$ cat src/rtl/core/pali_pkg.sv
`timescale 1ns / 1ps
package pali_pkg;
   localparam int MaxPoints = 64;
   localparam int IdxW = $clog2(MaxPoints);
   localparam int CntW = 7;
   localparam int SqW = 67;
   localparam int RootW = 34;
   localparam int CumW = 40;
   localparam int TqW = 17;
   localparam int TgtW = CumW + TqW;
   localparam int FracW = 17;

   localparam logic [0:0] KindLoad = 1'b0;
   localparam logic [0:0] KindQuery = 1'b1;
   localparam logic [0:0] CsrClosed = 1'b0;
   localparam logic [0:0] CsrPointCount = 1'b1;

   typedef enum logic [4:0] {
      ST_IDLE, ST_TOO_FEW,
      ST_SUM_RD, ST_SUM_WAIT, ST_SUM_DIFF, ST_SUM_SQ, ST_SUM_ROOT, ST_SUM_ACC,
      ST_TARGET,
      ST_SRCH_RD, ST_SRCH_WAIT, ST_SRCH_CMP,
      ST_DIV, ST_LERP_RD, ST_LERP_WAIT, ST_LERP_MUL, ST_LERP_OUT
   } state_type;

   typedef struct packed {
      logic seg_clear;
      logic seg_next;
      logic addr_seg;
      logic addr_lerp;
      logic diff_load;
      logic sq_step;
      logic root_start;
      logic root_step;
      logic acc_add;
      logic target_load;
      logic cmp_load;
      logic found_set;
      logic div_start;
      logic div_step;
      logic mul_load;
      logic out_load;
      logic out_zero;
   } cmd_type;

   typedef struct packed {
      logic seg_last;
      logic sq_done;
      logic root_done;
      logic found_hit;
      logic div_done;
      logic too_few;
   } sts_type;
endpackage

$ cat src/rtl/core/pali_ctrl.sv
`timescale 1ns / 1ps
module pali_ctrl (
   input  logic               clock,
   input  logic               reset,
   input  logic               query,
   input  pali_pkg::sts_type  sts,
   output pali_pkg::cmd_type  cmd,
   output logic               busy,
   output logic               done
);
   pali_pkg::state_type state_ff, state_in;
   logic div_first_ff;
   logic root_first_ff;

   // next state
   always_comb begin
      state_in = state_ff;
      unique case (state_ff)
         pali_pkg::ST_IDLE:      if (query) state_in = sts.too_few ? pali_pkg::ST_TOO_FEW
                                                              : pali_pkg::ST_SUM_RD;
         pali_pkg::ST_TOO_FEW:   state_in = pali_pkg::ST_IDLE;
         pali_pkg::ST_SUM_RD:    state_in = pali_pkg::ST_SUM_WAIT;
         pali_pkg::ST_SUM_WAIT:  state_in = pali_pkg::ST_SUM_DIFF;
         pali_pkg::ST_SUM_DIFF:  state_in = pali_pkg::ST_SUM_SQ;
         pali_pkg::ST_SUM_SQ:    if (sts.sq_done) state_in = pali_pkg::ST_SUM_ROOT;
         pali_pkg::ST_SUM_ROOT:
            if (sts.root_done && !root_first_ff) state_in = pali_pkg::ST_SUM_ACC;
         pali_pkg::ST_SUM_ACC:   state_in = sts.seg_last ? pali_pkg::ST_TARGET
                                                         : pali_pkg::ST_SUM_RD;
         pali_pkg::ST_TARGET:    state_in = pali_pkg::ST_SRCH_RD;
         pali_pkg::ST_SRCH_RD:   state_in = pali_pkg::ST_SRCH_WAIT;
         pali_pkg::ST_SRCH_WAIT: state_in = pali_pkg::ST_SRCH_CMP;
         pali_pkg::ST_SRCH_CMP:
            if (sts.found_hit) state_in = pali_pkg::ST_DIV;
            else if (sts.seg_last) state_in = pali_pkg::ST_LERP_RD;
            else state_in = pali_pkg::ST_SRCH_RD;
         pali_pkg::ST_DIV:
            if (sts.div_done && !div_first_ff) state_in = pali_pkg::ST_LERP_RD;
         pali_pkg::ST_LERP_RD:   state_in = pali_pkg::ST_LERP_WAIT;
         pali_pkg::ST_LERP_WAIT: state_in = pali_pkg::ST_LERP_MUL;
         pali_pkg::ST_LERP_MUL:  state_in = pali_pkg::ST_LERP_OUT;
         pali_pkg::ST_LERP_OUT:  state_in = pali_pkg::ST_IDLE;
         default:                state_in = pali_pkg::ST_IDLE;
      endcase
   end

   // state register
   always_ff @(posedge clock) begin
      if (reset) state_ff <= pali_pkg::ST_IDLE;
      else state_ff <= state_in;
   end

   always_ff @(posedge clock) begin
      if (reset) div_first_ff <= 1'b0;
      else div_first_ff <= (state_ff == pali_pkg::ST_SRCH_CMP) && sts.found_hit;
   end

   always_ff @(posedge clock) begin
      if (reset) root_first_ff <= 1'b0;
      else root_first_ff <= (state_ff == pali_pkg::ST_SUM_SQ) && sts.sq_done;
   end

   // outputs
   always_comb begin
      cmd = '0;
      busy = state_ff != pali_pkg::ST_IDLE;
      done = 1'b0;
      unique case (state_ff)
         pali_pkg::ST_IDLE:      cmd.seg_clear = 1'b1;
         pali_pkg::ST_TOO_FEW:   begin cmd.out_zero = 1'b1; done = 1'b1; end
         pali_pkg::ST_SUM_DIFF:  cmd.diff_load = 1'b1;
         pali_pkg::ST_SUM_SQ:    cmd.sq_step = !sts.sq_done || 1'b1;
         pali_pkg::ST_SUM_ROOT:  begin
            cmd.root_start = !root_first_ff ? 1'b0 : 1'b1;
            cmd.root_step = !root_first_ff;
         end
         pali_pkg::ST_SUM_ACC:   begin
            cmd.acc_add = 1'b1;
            cmd.seg_next = !sts.seg_last;
            cmd.seg_clear = sts.seg_last;
         end
         pali_pkg::ST_TARGET:    cmd.cmp_load = 1'b1;
         pali_pkg::ST_SRCH_CMP:  begin
            cmd.found_set = sts.found_hit;
            cmd.seg_next = !sts.found_hit && !sts.seg_last;
         end
         pali_pkg::ST_DIV:       begin
            cmd.div_start = div_first_ff;
            cmd.div_step = !div_first_ff;
         end
         pali_pkg::ST_LERP_RD:   cmd.addr_lerp = 1'b1;
         pali_pkg::ST_LERP_WAIT: begin cmd.addr_lerp = 1'b1; cmd.mul_load = 1'b1; end
         pali_pkg::ST_LERP_MUL:  cmd.addr_lerp = 1'b1;
         pali_pkg::ST_LERP_OUT:  begin
            cmd.addr_lerp = 1'b1; cmd.out_load = 1'b1; done = 1'b1;
         end
         default:                cmd = '0;
      endcase
      cmd.target_load = state_ff == pali_pkg::ST_TARGET;
      cmd.addr_seg = !cmd.addr_lerp;
   end
endmodule

$ cat config.mk
export PLATFORM = sky130hd
export DESIGN_NAME = pali_ctrl
export DESIGN_NICKNAME = d
export VERILOG_FILES = /design/src/rtl/core/pali_pkg.sv /design/src/rtl/core/pali_ctrl.sv
export SDC_FILE = /design/constraint.sdc
export NUM_CORES = 1
export LEC_CHECK = 0
export BUFFER_PORTS_ARGS = -buffer_cell sky130_fd_sc_hd__buf_2
export CAP_MARGIN = 20
export CORE_AREA = 10 10 48 50
export CTS_CLUSTER_DIAMETER = 150
export DETAILED_ROUTE_END_ITERATION = 6
export DIE_AREA = 0 0 58 60
export PLACE_DENSITY = 0.69
export SLEW_MARGIN = 20
export SYNTH_ARGS = -nofsm -noshare
export SYNTH_HDL_FRONTEND = slang
export SYNTH_SLANG_ARGS = --single-unit
$ cat constraint.sdc
create_clock -name clock -period 1.8 [get_ports clock]
set_clock_uncertainty 0.15 [all_clocks]
set_input_delay 0.27 -clock clock [delete_from_list [all_inputs] [get_ports clock]]
set_output_delay 0.27 -clock clock [all_outputs]
set_load 0.05 [all_outputs]
==> impl_results.md <==
* Status: finished with violations
* Failing checks: negative setup slack
* Most common flop cell mapped by yosys: dfxtp_1
* Slew Viols, Final at 0
* Post-Syn Nets at 93
* Initial antenna violation count at 0
* Worst hold-check path type: input pin to flop
* Post-synthesis compound-gate area fraction at a little under a fifth
* Fill count at 66
* Maxcap violations at 0
* Number of synthesized flops with an enable pin at 0
* Vias in the first global route at 824
* Mean post-synth cell area at approximately 7 sq um
* Xor/xnor share of the synthesized area at 0%
* Drt first pass iters at 4
* Final GP Congestion at between 0.8 and 0.9
* Via Count at ~860
* Synth Area in Adders at 0%
* Cells after synthesis at 84
* Area Growth Syn to Fin at 118%
* Most common cell after layout, fill and taps aside: buf_4
* Total power at just over 800 uW
* Worst-margin pin slew at slightly above 0.3 ns
* Netlist cell types at 32
* Critical Path Fanout Max at 5
* Hold buffers post-CTS at 0
* Horiz. Die Dim at between 50 and 60 um
* Worst-path clk slew at approximately 0.050 ns
* Ys async rst share at 0%
* Commonest non-fill, non-tap cells in the layout: buf_4 (25), buf_6 (11), buf_2 (9)
* CTS tree: yes
* Setup TNS at -0.602 ns
* Final WL at about 3000 um
* Antenna Nets Post-Route at 0
* Worst skew pair latency at between 0.2 and 0.3 ns
* Die Height at 60 um
* Worst EP arrival at ~1.5 ns
* Diodes inserted at 0
* Ys Warns at 0
* Seq/Total Area, Yosys at between 20% and 30%
* RSZ-0062 raised after global routing: true
* Worst Path Required at around 1.4 ns
* Total Nets Final at 143
* H-Tree Depth at 1
* Drt wl/cell at 19.7 um
* DRC violations left at 0
* #FFs+latches synth at 7
* Max frequency at 0.516 GHz
* Post-Synth Simple-Gate Area at a little under half
* Vias per inst at 5.74
* Setup CP Type: flop to primary output
* Mapped cell area at a little under 600 sq um
* Final instance area at around 1300 sq um
* Mux cell area share after synthesis at 0%
* Static Leak at about 0.00055 uW
* Relative slew slack at ~79%
* PwrDens at 640 nW/um^2
* GRT Total Usage at between 10% and 20%
* Startpoint Class: flop
* Initial Utilization at roughly two fifths
* Combinational family with the most area after synthesis: simple AND/OR/NAND/NOR gates
* Fin. Hold Viols at 0
* TritonCTS Sinks at 7
* Min cycle time layout at around 1.9 ns
* Final period util at 108%
* Crit end category: primary output
* Worst VDD drop at between 0.5 and 0.6 mV
* DRT iter0 DRCs at 8
* TritonCTS buffer count at 3
* Largest net degree at the start of global routing at 10
* Row Count at 14
* DIE AREA at around 3500 sq um
* Setup violators final at 10
* Total gr overflow at 0
* Layout cells sized above 1 at 73.7%
* Port buffer count at 27
* HPWL Detailed at around 1600 um
* Setup WS post-layout at -0.138 ns
* Clock Path Buffers at 2
* Top-level port count at 28
* First-pass GRT wire length at between 3000 and 4000 um
* Clk root buf: clkbuf_4
* Dpl cell area at around 950 sq um
* Core area at around 1400 sq um
==> state kept, by name, indices dropped and copies added, names as in the netlist <==
name / cells
state_ff: 5
div_first_ff: 1
root_first_ff: 1
==> layer usage <==
metal / GRT usage [%] / wire, um
met5: 0 / 0
met4: 6.38 / 31
met3: 3.81 / 192
met2: 22.1 / 1530
met1: 13.7 / 1170
==> final timing paths <==
| path | end | cells past startpoint | startpoint | slack [ns] |
|---|---|---|---|---|
| worst max-delay path | cmd[16] | 5 | state_ff[4]$_SDFFE_PP0P_ | -0.14 |
| worst min register to register | state_ff[4]$_SDFFE_PP0P_ | 2 | state_ff[4]$_SDFFE_PP0P_ | 0.52 |
| worst max register to register | state_ff[1]$_SDFFE_PP0P_ | 7 | state_ff[0]$_SDFFE_PP0P_ | 0.03 |
| worst min-delay path | root_first_ff$_SDFF_PP0_ | 2 | sts[4] | 0.15 |
==> logic make-up after synthesis <==
kind of cell | count (synthesis)
flops | 7
simple gates | 49
compound gates | 14
buf+inv | 14
==> cell usage after synthesis, types with 2 or more instances <==
cell	count	share of area, %
or2_2	3	3.2
nor2b_1	4	4.3
inv_1	7	4.5
or3_1	3	3.2
dfxtp_1	7	24
o31ai_1	2	2.6
nor4_1	3	3.2
nand2b_1	3	3.2
nand3_1	4	3.4
buf_2	2	1.7
nor3_1	9	7.7
clkbuf_1	2	1.3
nor3b_1	2	2.6
a21oi_1	4	3.4
nand2_1	5	3.2
nor2_1	8	5.1
==> critical path, stage by stage (launching register included) <==
cell and delay [ns]:
dfxtp_2 0.35, or3_4 0.41, nor3_4 0.22, inv_2 0.08, nand2_4 0.06, buf_8 0.14
==> per-stage QoR <==
step | utilization (%) | hold slack, ns | cells | setup slack, ns
after floorplan | - | 0.285 | 84 | -0.236
after global placement | 66.5 | 0.410 | 138 | 0.0565
after detailed placement | 66.5 | 0.412 | 138 | -0.0282
after CTS | 83.4 | 0.141 | 148 | -0.121
after global routing | 88.8 | 0.144 | 149 | -0.188
final | 88.8 | 0.149 | 149 | -0.138
==> layout make-up <==
class | count | area [sq um] | share of cell area [%]
timing repair buffer | 52 | 454 | 35.6
multi-input combinational | 63 | 588 | 46.1
tap | 16 | 20.0 | 1.57
clock buffer | 4 | 26.3 | 2.06
inverter | 7 | 30.0 | 2.36
sequential | 7 | 156 | 12.3
==> power by group <==
part	switching, uW	internal (uW)
combinational	272	216
clock	54.6	84.4
sequential	23.2	166
==> timing repair <==
action,in CTS,in global routing
buffers inserted,6,1
endpoints found under the setup margin,19,19
gates cloned,0,0
gates resized for setup,52,21
pin swaps,5,4
Note: power is estimated with default switching activity, not from simulation.
